===== src/hw/rtl/htfs_pkg.sv =====
// Shared constants, types and helpers for the header/tail frame synchronizer.
`timescale 1ns / 1ps
`default_nettype none
package htfs_pkg;

  localparam int FRAME_LENGTH = 24;
  localparam int CNT_W        = $clog2(FRAME_LENGTH);
  localparam int BYTE_W       = 8;
  localparam int POS_W        = 5;
  localparam int ADDR_W       = 4;
  localparam int DATA_W       = 32;

  localparam logic [CNT_W-1:0] LAST_IDX  = CNT_W'(FRAME_LENGTH - 1);
  localparam logic [CNT_W-1:0] HDR_BYTES = CNT_W'(2);

  // Register indexes on the configuration port.
  localparam logic [1:0] REG_FIRST_HDR  = 2'd0;
  localparam logic [1:0] REG_SECOND_HDR = 2'd1;
  localparam logic [1:0] REG_TAIL       = 2'd2;

  typedef enum logic [1:0] {
    PH_HUNT    = 2'd0,
    PH_WAIT2   = 2'd1,
    PH_COLLECT = 2'd2
  } phase_t;

  // Per-cycle commands from the controller to the two cell chains.
  typedef struct packed {
    logic hdr_load;
    logic coll_shift;
    logic out_load;
    logic out_shift;
  } ctl_t;

  // Frame position as reported on the result channel, wrapping at 32.
  function automatic logic [POS_W-1:0] to_position(input logic [CNT_W-1:0] idx);
    logic [31:0] wide;
    wide = 32'(idx);
    return wide[POS_W-1:0];
  endfunction

endpackage
`default_nettype wire


===== src/hw/rtl/htfs_cell.sv =====
// One byte cell of a chain: loads a value, takes its neighbor's byte, or holds.
`timescale 1ns / 1ps
`default_nettype none
module htfs_cell
  import htfs_pkg::*;
(
  input  wire logic              clk,
  input  wire logic              shift_en,
  input  wire logic [BYTE_W-1:0] shift_in,
  input  wire logic              load_en,
  input  wire logic [BYTE_W-1:0] load_in,
  output logic      [BYTE_W-1:0] q
);

  logic [BYTE_W-1:0] data_r;
  logic [BYTE_W-1:0] data_nxt;

  always_comb begin
    data_nxt = data_r;
    if (load_en) begin
      data_nxt = load_in;
    end else if (shift_en) begin
      data_nxt = shift_in;
    end
  end

  always_ff @(posedge clk) begin
    data_r <= data_nxt;
  end

  assign q = data_r;

endmodule
`default_nettype wire


===== src/hw/rtl/htfs_ctrl.sv =====
// Sync state machine, fill counter and result sequencing for the cell chains.
`timescale 1ns / 1ps
`default_nettype none
module htfs_ctrl
  import htfs_pkg::*;
(
  input  wire logic              clk,
  input  wire logic              rst_n,
  input  wire logic              in_valid,
  input  wire logic [BYTE_W-1:0] rx_byte,
  input  wire logic [BYTE_W-1:0] first_hdr,
  input  wire logic [BYTE_W-1:0] second_hdr,
  input  wire logic [BYTE_W-1:0] tail,
  input  wire logic              out_stall,
  output logic                   in_stall,
  output logic                   out_valid,
  output logic      [POS_W-1:0]  out_position,
  output logic                   out_last,
  output ctl_t                   ctl
);

  phase_t           phase_r, phase_nxt;
  logic [CNT_W-1:0] fill_r, fill_nxt;
  logic [CNT_W-1:0] pos_r, pos_nxt;
  logic             busy_r, busy_nxt;
  logic             accept;
  logic             out_free;

  // The result chain can take a new frame once its last word leaves.
  assign out_free = !busy_r || (pos_r == LAST_IDX && !out_stall);
  assign in_stall = (phase_r == PH_COLLECT) && (fill_r == LAST_IDX) && !out_free;
  assign accept   = in_valid && !in_stall;

  always_ff @(posedge clk) begin
    if (!rst_n) begin
      phase_r <= PH_HUNT;
      fill_r  <= '0;
      pos_r   <= '0;
      busy_r  <= 1'b0;
    end else begin
      phase_r <= phase_nxt;
      fill_r  <= fill_nxt;
      pos_r   <= pos_nxt;
      busy_r  <= busy_nxt;
    end
  end

  always_comb begin
    phase_nxt      = phase_r;
    fill_nxt       = fill_r;
    ctl.hdr_load   = 1'b0;
    ctl.coll_shift = 1'b0;
    ctl.out_load   = 1'b0;
    ctl.out_shift  = busy_r && !out_stall;
    case (phase_r)
      PH_WAIT2: begin
        if (accept) begin
          if (rx_byte == second_hdr) begin
            ctl.hdr_load = 1'b1;
            fill_nxt     = HDR_BYTES;
            phase_nxt    = PH_COLLECT;
          end else if (rx_byte != first_hdr) begin
            phase_nxt = PH_HUNT;
          end
        end
      end
      PH_COLLECT: begin
        if (accept) begin
          ctl.coll_shift = 1'b1;
          if (fill_r == LAST_IDX) begin
            fill_nxt     = '0;
            phase_nxt    = PH_HUNT;
            ctl.out_load = (rx_byte == tail);
          end else begin
            fill_nxt = fill_r + CNT_W'(1);
          end
        end
      end
      default: begin
        if (accept) begin
          phase_nxt = (rx_byte == first_hdr) ? PH_WAIT2 : PH_HUNT;
        end
      end
    endcase
  end

  always_comb begin
    pos_nxt  = pos_r;
    busy_nxt = busy_r;
    if (ctl.out_load) begin
      pos_nxt  = '0;
      busy_nxt = 1'b1;
    end else if (ctl.out_shift) begin
      if (pos_r == LAST_IDX) begin
        busy_nxt = 1'b0;
      end else begin
        pos_nxt = pos_r + CNT_W'(1);
      end
    end
  end

  assign out_valid    = busy_r;
  assign out_position = to_position(pos_r);
  assign out_last     = (pos_r == LAST_IDX);

  a_load_when_free: assert property (@(posedge clk) disable iff (!rst_n)
    ctl.out_load |-> (!busy_r || (pos_r == LAST_IDX && !out_stall)))
    else $error("new frame loaded over one still being delivered");

  a_hdr_starts_collect: assert property (@(posedge clk) disable iff (!rst_n)
    ctl.hdr_load |=> (phase_r == PH_COLLECT && fill_r == HDR_BYTES))
    else $error("header match did not start collection");

  a_fill_range: assert property (@(posedge clk) disable iff (!rst_n)
    phase_r == PH_COLLECT |-> (fill_r >= HDR_BYTES && fill_r <= LAST_IDX))
    else $error("fill count out of range while collecting");

  a_frame_ends: assert property (@(posedge clk) disable iff (!rst_n)
    (busy_r && out_last && !out_stall && !ctl.out_load) |=> !busy_r)
    else $error("result run continued past the final word");

endmodule
`default_nettype wire


===== src/hw/rtl/header_tail_frame_sync.sv =====
// Top level of the header/tail frame synchronizer: config registers and cell chains.
//
// Usage: one received byte enters per word on the in_ channel (in_valid,
// in_stall, in_rx_byte). The block hunts for the first header, requires the
// second header right after it and collects bytes until a full frame of
// FRAME_LENGTH bytes is held. If the final byte equals the tail register the
// frame is delivered on the out_ channel as FRAME_LENGTH words (byte, position,
// last flag); a bad tail drops the frame silently.
// Throughput: one input word per cycle while in_stall is low. The first result
// word is valid in the cycle after the final frame byte is accepted, and a frame
// drains at one word per cycle unless out_stall holds it, FRAME_LENGTH words in all.
// Frames are collected in one chain of byte cells and copied whole into a
// second chain that shifts out, so collection of the next frame overlaps
// delivery. in_stall rises only when a frame is complete while the previous
// one is still being delivered, which happens only if out_stall held it back.
// A stall on the output simply holds the current word.
// Reset (rst_n, synchronous, active low) clears the registers to zero and the
// block to the hunting state with no result pending. Registers must be written
// over the APB port only while the block is idle; the block does not enforce it.
`timescale 1ns / 1ps
`default_nettype none
module header_tail_frame_sync
  import htfs_pkg::*;
(
  input  wire logic              clk,
  input  wire logic              rst_n,
  input  wire logic              psel,
  input  wire logic              penable,
  input  wire logic              pwrite,
  input  wire logic [ADDR_W-1:0] paddr,
  input  wire logic [DATA_W-1:0] pwdata,
  output logic      [DATA_W-1:0] prdata,
  output logic                   pready,
  input  wire logic              in_valid,
  output logic                   in_stall,
  input  wire logic [BYTE_W-1:0] in_rx_byte,
  output logic                   out_valid,
  input  wire logic              out_stall,
  output logic      [BYTE_W-1:0] out_frame_byte,
  output logic      [POS_W-1:0]  out_byte_position,
  output logic                   out_frame_last
);

  logic [BYTE_W-1:0] first_hdr_r, second_hdr_r, tail_r;
  logic [1:0]        reg_idx;
  logic              wr_en;
  ctl_t              ctl;

  logic [BYTE_W-1:0] coll_q  [FRAME_LENGTH];
  logic [BYTE_W-1:0] coll_in [FRAME_LENGTH];
  logic [BYTE_W-1:0] out_q   [FRAME_LENGTH];

  assign pready  = 1'b1;
  assign reg_idx = paddr[3:2];
  assign wr_en   = psel && penable && pwrite && pready;

  always_ff @(posedge clk) begin
    if (!rst_n) begin
      first_hdr_r  <= '0;
      second_hdr_r <= '0;
      tail_r       <= '0;
    end else if (wr_en) begin
      case (reg_idx)
        REG_FIRST_HDR:  first_hdr_r  <= pwdata[BYTE_W-1:0];
        REG_SECOND_HDR: second_hdr_r <= pwdata[BYTE_W-1:0];
        REG_TAIL:       tail_r       <= pwdata[BYTE_W-1:0];
        default: ;
      endcase
    end
  end

  always_comb begin
    case (reg_idx)
      REG_FIRST_HDR:  prdata = DATA_W'(first_hdr_r);
      REG_SECOND_HDR: prdata = DATA_W'(second_hdr_r);
      REG_TAIL:       prdata = DATA_W'(tail_r);
      default:        prdata = '0;
    endcase
  end

  htfs_ctrl u_ctrl (
    .clk          (clk),
    .rst_n        (rst_n),
    .in_valid     (in_valid),
    .rx_byte      (in_rx_byte),
    .first_hdr    (first_hdr_r),
    .second_hdr   (second_hdr_r),
    .tail         (tail_r),
    .out_stall    (out_stall),
    .in_stall     (in_stall),
    .out_valid    (out_valid),
    .out_position (out_byte_position),
    .out_last     (out_frame_last),
    .ctl          (ctl)
  );

  // Both chains shift toward cell 0; new bytes enter at the far end, so after
  // a full frame cell 0 holds the first header.
  for (genvar i = 0; i < FRAME_LENGTH; i++) begin : g_cells
    logic              hdr_en;
    logic [BYTE_W-1:0] hdr_val;
    logic [BYTE_W-1:0] out_in;

    if (i == FRAME_LENGTH - 1) begin : g_end
      assign coll_in[i] = in_rx_byte;
      assign out_in     = '0;
    end else begin : g_mid
      assign coll_in[i] = coll_q[i+1];
      assign out_in     = out_q[i+1];
    end

    // The header cycle places both header bytes in the last two cells.
    if (i == FRAME_LENGTH - 2) begin : g_hdr1
      assign hdr_en  = ctl.hdr_load;
      assign hdr_val = first_hdr_r;
    end else if (i == FRAME_LENGTH - 1) begin : g_hdr2
      assign hdr_en  = ctl.hdr_load;
      assign hdr_val = second_hdr_r;
    end else begin : g_nohdr
      assign hdr_en  = 1'b0;
      assign hdr_val = '0;
    end

    htfs_cell u_coll (
      .clk      (clk),
      .shift_en (ctl.coll_shift),
      .shift_in (coll_in[i]),
      .load_en  (hdr_en),
      .load_in  (hdr_val),
      .q        (coll_q[i])
    );

    // On a good tail the result chain takes the frame including the byte
    // arriving in that same cycle.
    htfs_cell u_out (
      .clk      (clk),
      .shift_en (ctl.out_shift),
      .shift_in (out_in),
      .load_en  (ctl.out_load),
      .load_in  (coll_in[i]),
      .q        (out_q[i])
    );
  end

  assign out_frame_byte = out_q[0];

endmodule
`default_nettype wire


===== config.mk =====
export PLATFORM = sky130hd
export DESIGN_NAME = header_tail_frame_sync
export DESIGN_NICKNAME = d
export VERILOG_FILES = /design/src/hw/rtl/htfs_pkg.sv /design/src/hw/rtl/htfs_cell.sv /design/src/hw/rtl/htfs_ctrl.sv /design/src/hw/rtl/header_tail_frame_sync.sv
export SDC_FILE = /design/constraint.sdc
export NUM_CORES = 1
export LEC_CHECK = 0
export ABC_AREA = 1
export BUFFER_PORTS_ARGS = -buffer_cell sky130_fd_sc_hd__buf_2
export CORE_ASPECT_RATIO = 2
export CORE_MARGIN = 5
export CORE_UTILIZATION = 60
export DETAILED_ROUTE_END_ITERATION = 10
export PLACE_DENSITY = 0.84
export SETUP_SLACK_MARGIN = 0.5
export SYNTH_ARGS = -nofsm -noshare
export SYNTH_HDL_FRONTEND = slang
export SYNTH_SLANG_ARGS = --single-unit

===== constraint.sdc =====
create_clock -name clk -period 9.55 [get_ports clk]
set_input_delay 0.4775 -clock clk [delete_from_list [all_inputs] [get_ports clk]]
set_output_delay 0.4775 -clock clk [all_outputs]
set_load 0.05 [all_outputs]

==> metrics, run 1 <==
status=finished clean; number of core rows=84; Period Utilization, post-route=43.6%; met1 routed wirelength after detailed routing=10500 microns; CP required=9680 ps; RSZ-0062 raised after global routing=no; Root Buffer=sky130_fd_sc_hd__clkbuf_16; CTS hold repair buffers=0; cells traversed along the worst timing path=inv_1 > ha_1 > inv_2 > nor3_2 > nand3_1 > nand2_2 > nor2_4 > buf_4 > buf_4; Post CTS Setup Buffer Count=0; Std-Cell Core Area=26400 sq um; final net count=1468; number of synthesized flops with an enable pin=376; post-detailed-route DRC marker count=0; crit path max-delay cell type=sky130_fd_sc_hd__buf_4; TritonCTS buffer count=35; clock latency at the later pin of the worst-skew pair=510 ps; setup skew after layout=13.9 ps; Critical path buffers and inverters=4; cell with the most instances on the worst path=sky130_fd_sc_hd__buf_4; detailed-routing iteration count for the pre-antenna-repair pass=6; amount of wire on met3 after detailed routing=1110 microns; type of element launching the critical path=flip-flop; dominant cells by area after synthesis=sky130_fd_sc_hd__edfxtp_1 (70%), sky130_fd_sc_hd__nand2_1 (16%), sky130_fd_sc_hd__dfxtp_1 (4.6%), sky130_fd_sc_hd__buf_4 (1.6%), sky130_fd_sc_hd__inv_1 (1.2%); count of pins on the block boundary=100; Min-Delay Path Class=input port to flip-flop; vias in the first global route=9590; overall die height=241 microns; CTS tree=done; Highest Clock Rate=240 MHz; CTS clk-pin slew, worst paths=70 ps; ratio of cells with drive above 1 in the final layout=7.79%; Final Wtd Congestion=0.927; width of the chip=126 microns; longest individual stage delay on the worst path=890 ps; min Tclk post-route=4170 ps; critical path endpoint category=flip-flop; number of antenna violations at the first check in global routing=0; port buffer count=48; path type of the worst setup path=flip-flop to flip-flop; DR vias=9415; actual slew at the worst max-slew pin=1100 ps; most used standard cell by instance count after synthesis=sky130_fd_sc_hd__nand2_1; number of storage elements in the synthesis netlist=413; number of antenna-violating nets in the routed design=0; maximum number of pins on one net before global-route repair=137; post-detail-place hpwl=16800 microns; number of synthesis warnings=0; final-report hold violation count=0; arrival time reported for the critical path endpoint=4300 ps; Finish-stage setup viols=0; VDD IR max=0.163 mV; fraction of synthesized cell area taken by the top area cell type=70.2%; drt initial violations=933; H-tree depth reported by CTS=2; total met2 wirelength after detailed routing=15700 microns; die area=30400 sq um; syn_area_per_cell=11.6 sq um; WL per Instance=15.8 microns; leakage power total=6.11 nW; Total Routing Usage GR=18.6%; library cell occupying the most area in the post-synthesis netlist=sky130_fd_sc_hd__edfxtp_1; routed wire length=28200 microns; tightest slew margin relative to the limit=26.4%; delay-heaviest family, CP=buffers and inverters; count of cells resized by post-cts repair=0; cell count after synthesis=1380; Max Transition Viols Final=0; most common library cells after synthesis=sky130_fd_sc_hd__nand2_1 (666), sky130_fd_sc_hd__edfxtp_1 (376), sky130_fd_sc_hd__inv_1 (50); Netlist cell types=26; via/cell ratio=5.29; total negative setup slack=0 ps; FFs w/ async S/R, synth=0%; total overflow reported by the global router=0; dominant synthesized flop cell=sky130_fd_sc_hd__edfxtp_1; post-synthesis instance area=16100 sq um; initial core utilization=60.9%; wire length of the first global-routing pass=46100 microns; number of antenna repair diodes=0; maximum fanout along the worst path=74; final core utilization=66.6%; total clock sinks=413; pwr dens=197 nW/um^2; sequential cell area fraction in the yosys report=74.8%; CTS max path bufs=3; layout overhead on the synthesized area=9.31%; Top Metal Used=met4; Max Cap Viol=0
[per-stage QoR]
step	cell area (sq um)	total power [mW]	hold slack [ps]	setup WS, ps	std cells
after detailed placement	16500	2.10	433	5370	1720
after floorplan	16200	2.09	427	3040	1403
after global routing	17600	3.56	204	5130	1781
after CTS	17600	3.48	192	5360	1781
final	17600	3.46	214	5380	1781
after global placement	16500	2.10	430	5540	1720
[layout make-up]
class / instances / area, sq um
Tap cell: 344 / 430
Sequential cell: 413 / 12000
Fill cell: 1756 / 8810
Inverter: 56 / 210
Multi-Input combinational cell: 853 / 3490
Timing Repair Buffer: 54 / 298
Clock inverter: 17 / 149
Clock buffer: 44 / 962
[cell families (layout without fill, tap and decap cells)]
kind of cell	after synthesis	in the layout	synth area share, %
compound gates	75	75	2.54
xor+xnor	5	5	0.272
fa+ha+maj	4	4	0.311
buf+inv	137	171	4.22
flops	413	413	74.8
other cells	2	25	0.0467
simple gates	744	744	17.8
[layer usage]
| metal | global-route usage [%] | vias to the layer above |
|---|---|---|
| met1 | 21.5 | 4514 |
| met2 | 34.9 | 231 |
| met4 | 7.35 | 0 |
| met5 | 0 | - |
| li1 | - | 4600 |
| met3 | 2.58 | 70 |
[worst reg2reg max path: stages (launching register included)]
cell	delay, ps
sky130_fd_sc_hd__dfxtp_1	360
sky130_fd_sc_hd__inv_1	50
sky130_fd_sc_hd__ha_1	210
sky130_fd_sc_hd__inv_2	200
sky130_fd_sc_hd__nor3_2	100
sky130_fd_sc_hd__nand3_1	110
sky130_fd_sc_hd__nand2_2	150
sky130_fd_sc_hd__nor2_4	860
sky130_fd_sc_hd__buf_4	910
sky130_fd_sc_hd__buf_4	780
[power breakdown]
part / leakage, nW / total [mW] / switching, mW / internal [mW]
clock: 0.546 / 1.39 / 0.598 / 0.794
sequential: 3.05 / 1.98 / 0.0110 / 1.97
combinational: 2.52 / 0.0813 / 0.0661 / 0.0152
total: 6.11 / 3.46 / 0.675 / 2.78
[layout by cell type, fill, tap and decap left out, drive strengths merged, types with 2 or more instances in the layout]
master  instances
xor2            4
inv            54
nor3            8
dfxtp          37
bufinv          3
or2             2
conb           25
nand4           6
o221ai          8
nand3          16
nor2           44
ha              4
o21ai          33
clkbuf         44
nand2         668
a21oi          33
buf            54
edfxtp        376
clkinv         16
[state kept, by name, summed over array words and instances (netlist names)]
register             cells
tail_r                   8
g_cells.u_coll.q       184
u_ctrl.phase_r           2
u_ctrl.out_position      5
g_cells.u_out.q        192
u_ctrl.fill_r            5
first_hdr_r              8
g_cells.hdr_val          8
u_ctrl.out_valid         1
[path summary, 6_finish.rpt]
path / startpoint / endpoint / slack (ps) / cells past startpoint
max: u_ctrl.phase_r[0] / g_cells[19].u_coll.q[0] / 5380 / 9
min: in_rx_byte[5] / g_cells[23].u_coll.q[5] / 210 / 1
max reg2reg: u_ctrl.phase_r[0] / g_cells[19].u_coll.q[0] / 5380 / 9
min reg2reg: g_cells[19].u_coll.q[2] / g_cells[18].u_coll.q[2] / 450 / 0
Power figures use the tool's default switching activity.
==> run 2, diff against run 1 <==
Clock period 9.55 ns to 4 ns, I/O delays scaled along.
==> metrics, run 2 (synthesis results as in run 1) <==
number of antenna repair diodes=0 (unchanged); tightest slew margin relative to the limit=43.8% (+17 points); final-report hold violation count=0 (unchanged); Sw Share=19.5% (about the same); clock latency at the later pin of the worst-skew pair=520 ps (about the same); Finish-stage setup viols=0 (unchanged); TritonCTS buffer count=36 (+2.9%); reg2reg end=g_cells[14].u_out.q[2]; post-detail-place hpwl=17000 microns (+1.5%); pwr dens=472 nW/um^2 (+140%); setup slack of the most critical reg-to-reg path=1310 ps (-4070 ps); setup skew after layout=19.8 ps (+5.95 ps); Max Cap Viol=0 (unchanged); leakage power total=6.27 nW (+2.6%); wire length of the first global-routing pass=47500 microns (+3.1%); Period Utilization, post-route=67.2% (+24 points); beginning of the worst hold path=pwdata[6]; most frequent standard cell in the layout excluding fill and tap cells=sky130_fd_sc_hd__nand2_1; Std-Cell Core Area=26400 sq um (unchanged); via/cell ratio=5.41 (+2.2%); Switch Pwr=1.65 mW (+140%); RR Startpoint=u_ctrl.fill_r[0]; share of power burned in the clock network=41.6% (+1.4 points); maximum number of pins on one net before global-route repair=195 (+42%); Root Buffer=sky130_fd_sc_hd__clkbuf_16; port buffer count=48 (unchanged); layout overhead on the synthesized area=11.7%; final core utilization=68.0% (+1.4 points); CTS max path bufs=3 (unchanged); final net count=1490 (+1.5%); most frequent cells in the layout=sky130_fd_sc_hd__nand2_1 (664), sky130_fd_sc_hd__edfxtp_1 (376), sky130_fd_sc_hd__inv_1 (50); count of pins on the block boundary=100 (unchanged); width of the chip=126 microns (unchanged); arrival time reported for the critical path endpoint=2880 ps (-1420 ps); path type of the worst setup path=flip-flop to flip-flop; CP required=4190 ps (-5490 ps); initial core utilization=60.9% (unchanged); count of cells resized by post-cts repair=0 (unchanged); number of core rows=84 (unchanged); total clock sinks=413 (unchanged); total of fill cells in the finished design=1731 (-1.4%); Worst Hold Endpoint=tail_r[6]; Worst Hold Depth=3 (+2); DR vias=9751 (+3.6%); CTS hold repair buffers=15 (+15); CTS tree=done; min Tclk post-route=2690 ps (-1480 ps); total negative setup slack=0 ps (unchanged); total overflow reported by the global router=0 (unchanged); actual slew at the worst max-slew pin=843 ps (-259 ps); overall die height=241 microns (unchanged); worst setup timing slack at the placement stage=1330 ps (-4040 ps); number of antenna-violating nets in the routed design=0 (unchanged); WL per Instance=16.3 microns (+3.1%); drt initial violations=837 (-10%); post-detailed-route DRC marker count=0 (unchanged); sequential power share=55.9% (-1.5 points); filler-free cell count of the finished design=1804 (+1.3%); vias in the first global route=9824 (+2.4%); number of antenna violations at the first check in global routing=0 (unchanged); VDD IR max=0.377 mV (+130%); Post CTS Setup Buffer Count=0 (unchanged); Min-Delay Path Class=input port to flip-flop; minimum hold slack=23.8 ps (-190 ps); Total Routing Usage GR=19.3% (+0.71 points); combinational fraction of design power=2.5% (about the same); ratio of cells with drive above 1 in the final layout=8.90% (+1.1 points); CTS clk-pin slew, worst paths=60 ps (about the same); status=finished clean; type of element launching the critical path=flip-flop; Worst R2R Path Depth=8 (-1); Max Transition Viols Final=0 (unchanged); internal power=6.81 mW (+140%); number of flip-flops in the largest register=192 (unchanged); Highest Clock Rate=372 MHz (+55%); instance count after placement with tap cells included=1726 (+0.35%); detailed-routing iteration count for the pre-antenna-repair pass=5 (-1); H-tree depth reported by CTS=2 (unchanged); die area=30400 sq um (unchanged); Crit. Startpoint=u_ctrl.fill_r[0]; maximum fanout along the worst path=78 (+5.4%); routed wire length=29500 microns (+4.5%); RSZ-0062 raised after global routing=no; Final Wtd Congestion=0.921 (-0.61%); worst-case setup margin in the final layout=1310 ps (-4070 ps); critical path endpoint category=flip-flop
## run 2: cell types whose count changed in the layout (fill, tap and decap cells not counted), sizes merged
| cell | previous run | this run |
|---|---|---|
| bufinv | 3 | 5 |
| dlygate4sd3 | 0 | 15 |
| buf | 54 | 60 |
## run 2: worst max-delay path: stages, from the launching register on
cell                      delay (ps)
sky130_fd_sc_hd__dfxtp_1         380
sky130_fd_sc_hd__ha_1            200
sky130_fd_sc_hd__nand2_1         120
sky130_fd_sc_hd__nor3_2          290
sky130_fd_sc_hd__nand2_1          80
sky130_fd_sc_hd__nor2_1          280
sky130_fd_sc_hd__nand2_8         110
sky130_fd_sc_hd__nand2_8         450
sky130_fd_sc_hd__buf_4           390
## run 2: how the worst max path moves through the flow
| stage | slack (ps) | end | depth (start not counted) |
|---|---|---|---|
| 2_1_floorplan | 80 | g_cells[10].u_coll.q[0] | 7 |
| 3_3_place_gp | 1320 | g_cells[1].u_out.q[0] | 9 |
| 3_5_place_dp | 1330 | g_cells[1].u_out.q[0] | 8 |
| 4_1_cts | 1290 | g_cells[3].u_out.q[4] | 8 |
| 5_1_grt | 1050 | u_ctrl.out_position[1] | 11 |
| 6_report | 1310 | g_cells[14].u_out.q[2] | 8 |
## run 2: cell type report
type | instances | area, sq um | share of cell area, %
Clock buffer | 44 | 972 | 5.42
Tap cell | 344 | 430 | 2.40
Clock inverter | 19 | 225 | 1.25
Multi-Input combinational cell | 853 | 3530 | 19.6
Inverter | 56 | 211 | 1.18
Timing Repair Buffer | 75 | 543 | 3.03
Sequential cell | 413 | 12000 | 67.1
## run 2: per-stage QoR
step | total power [mW] | area (sq um)
after floorplan | 4.99 | 16200
after global placement | 5.02 | 16600
after CTS | 8.52 | 18000
after global routing | 8.73 | 18000
after detailed placement | 5.03 | 16600
final | 8.47 | 18000
## run 2: power groups by stage
stage | clock (mW) | combinational [mW] | sequential [mW]
after floorplan | 0 | 0.163 | 4.82
after global placement | 0 | 0.191 | 4.83
after detailed placement | 0 | 0.194 | 4.83
after CTS | 3.57 | 0.207 | 4.74
after global routing | 3.77 | 0.228 | 4.74
final | 3.52 | 0.211 | 4.74
## run 2: metal layers
| metal | vias up | track usage [%] | wire length [microns] |
|---|---|---|---|
| met5 | - | 0 | 0 |
| met4 | 0 | 8.62 | 1190 |
| li1 | 4636 | - | - |
| met2 | 312 | 36.4 | 16400 |
| met3 | 86 | 2.91 | 1300 |
| met1 | 4717 | 21.6 | 10600 |
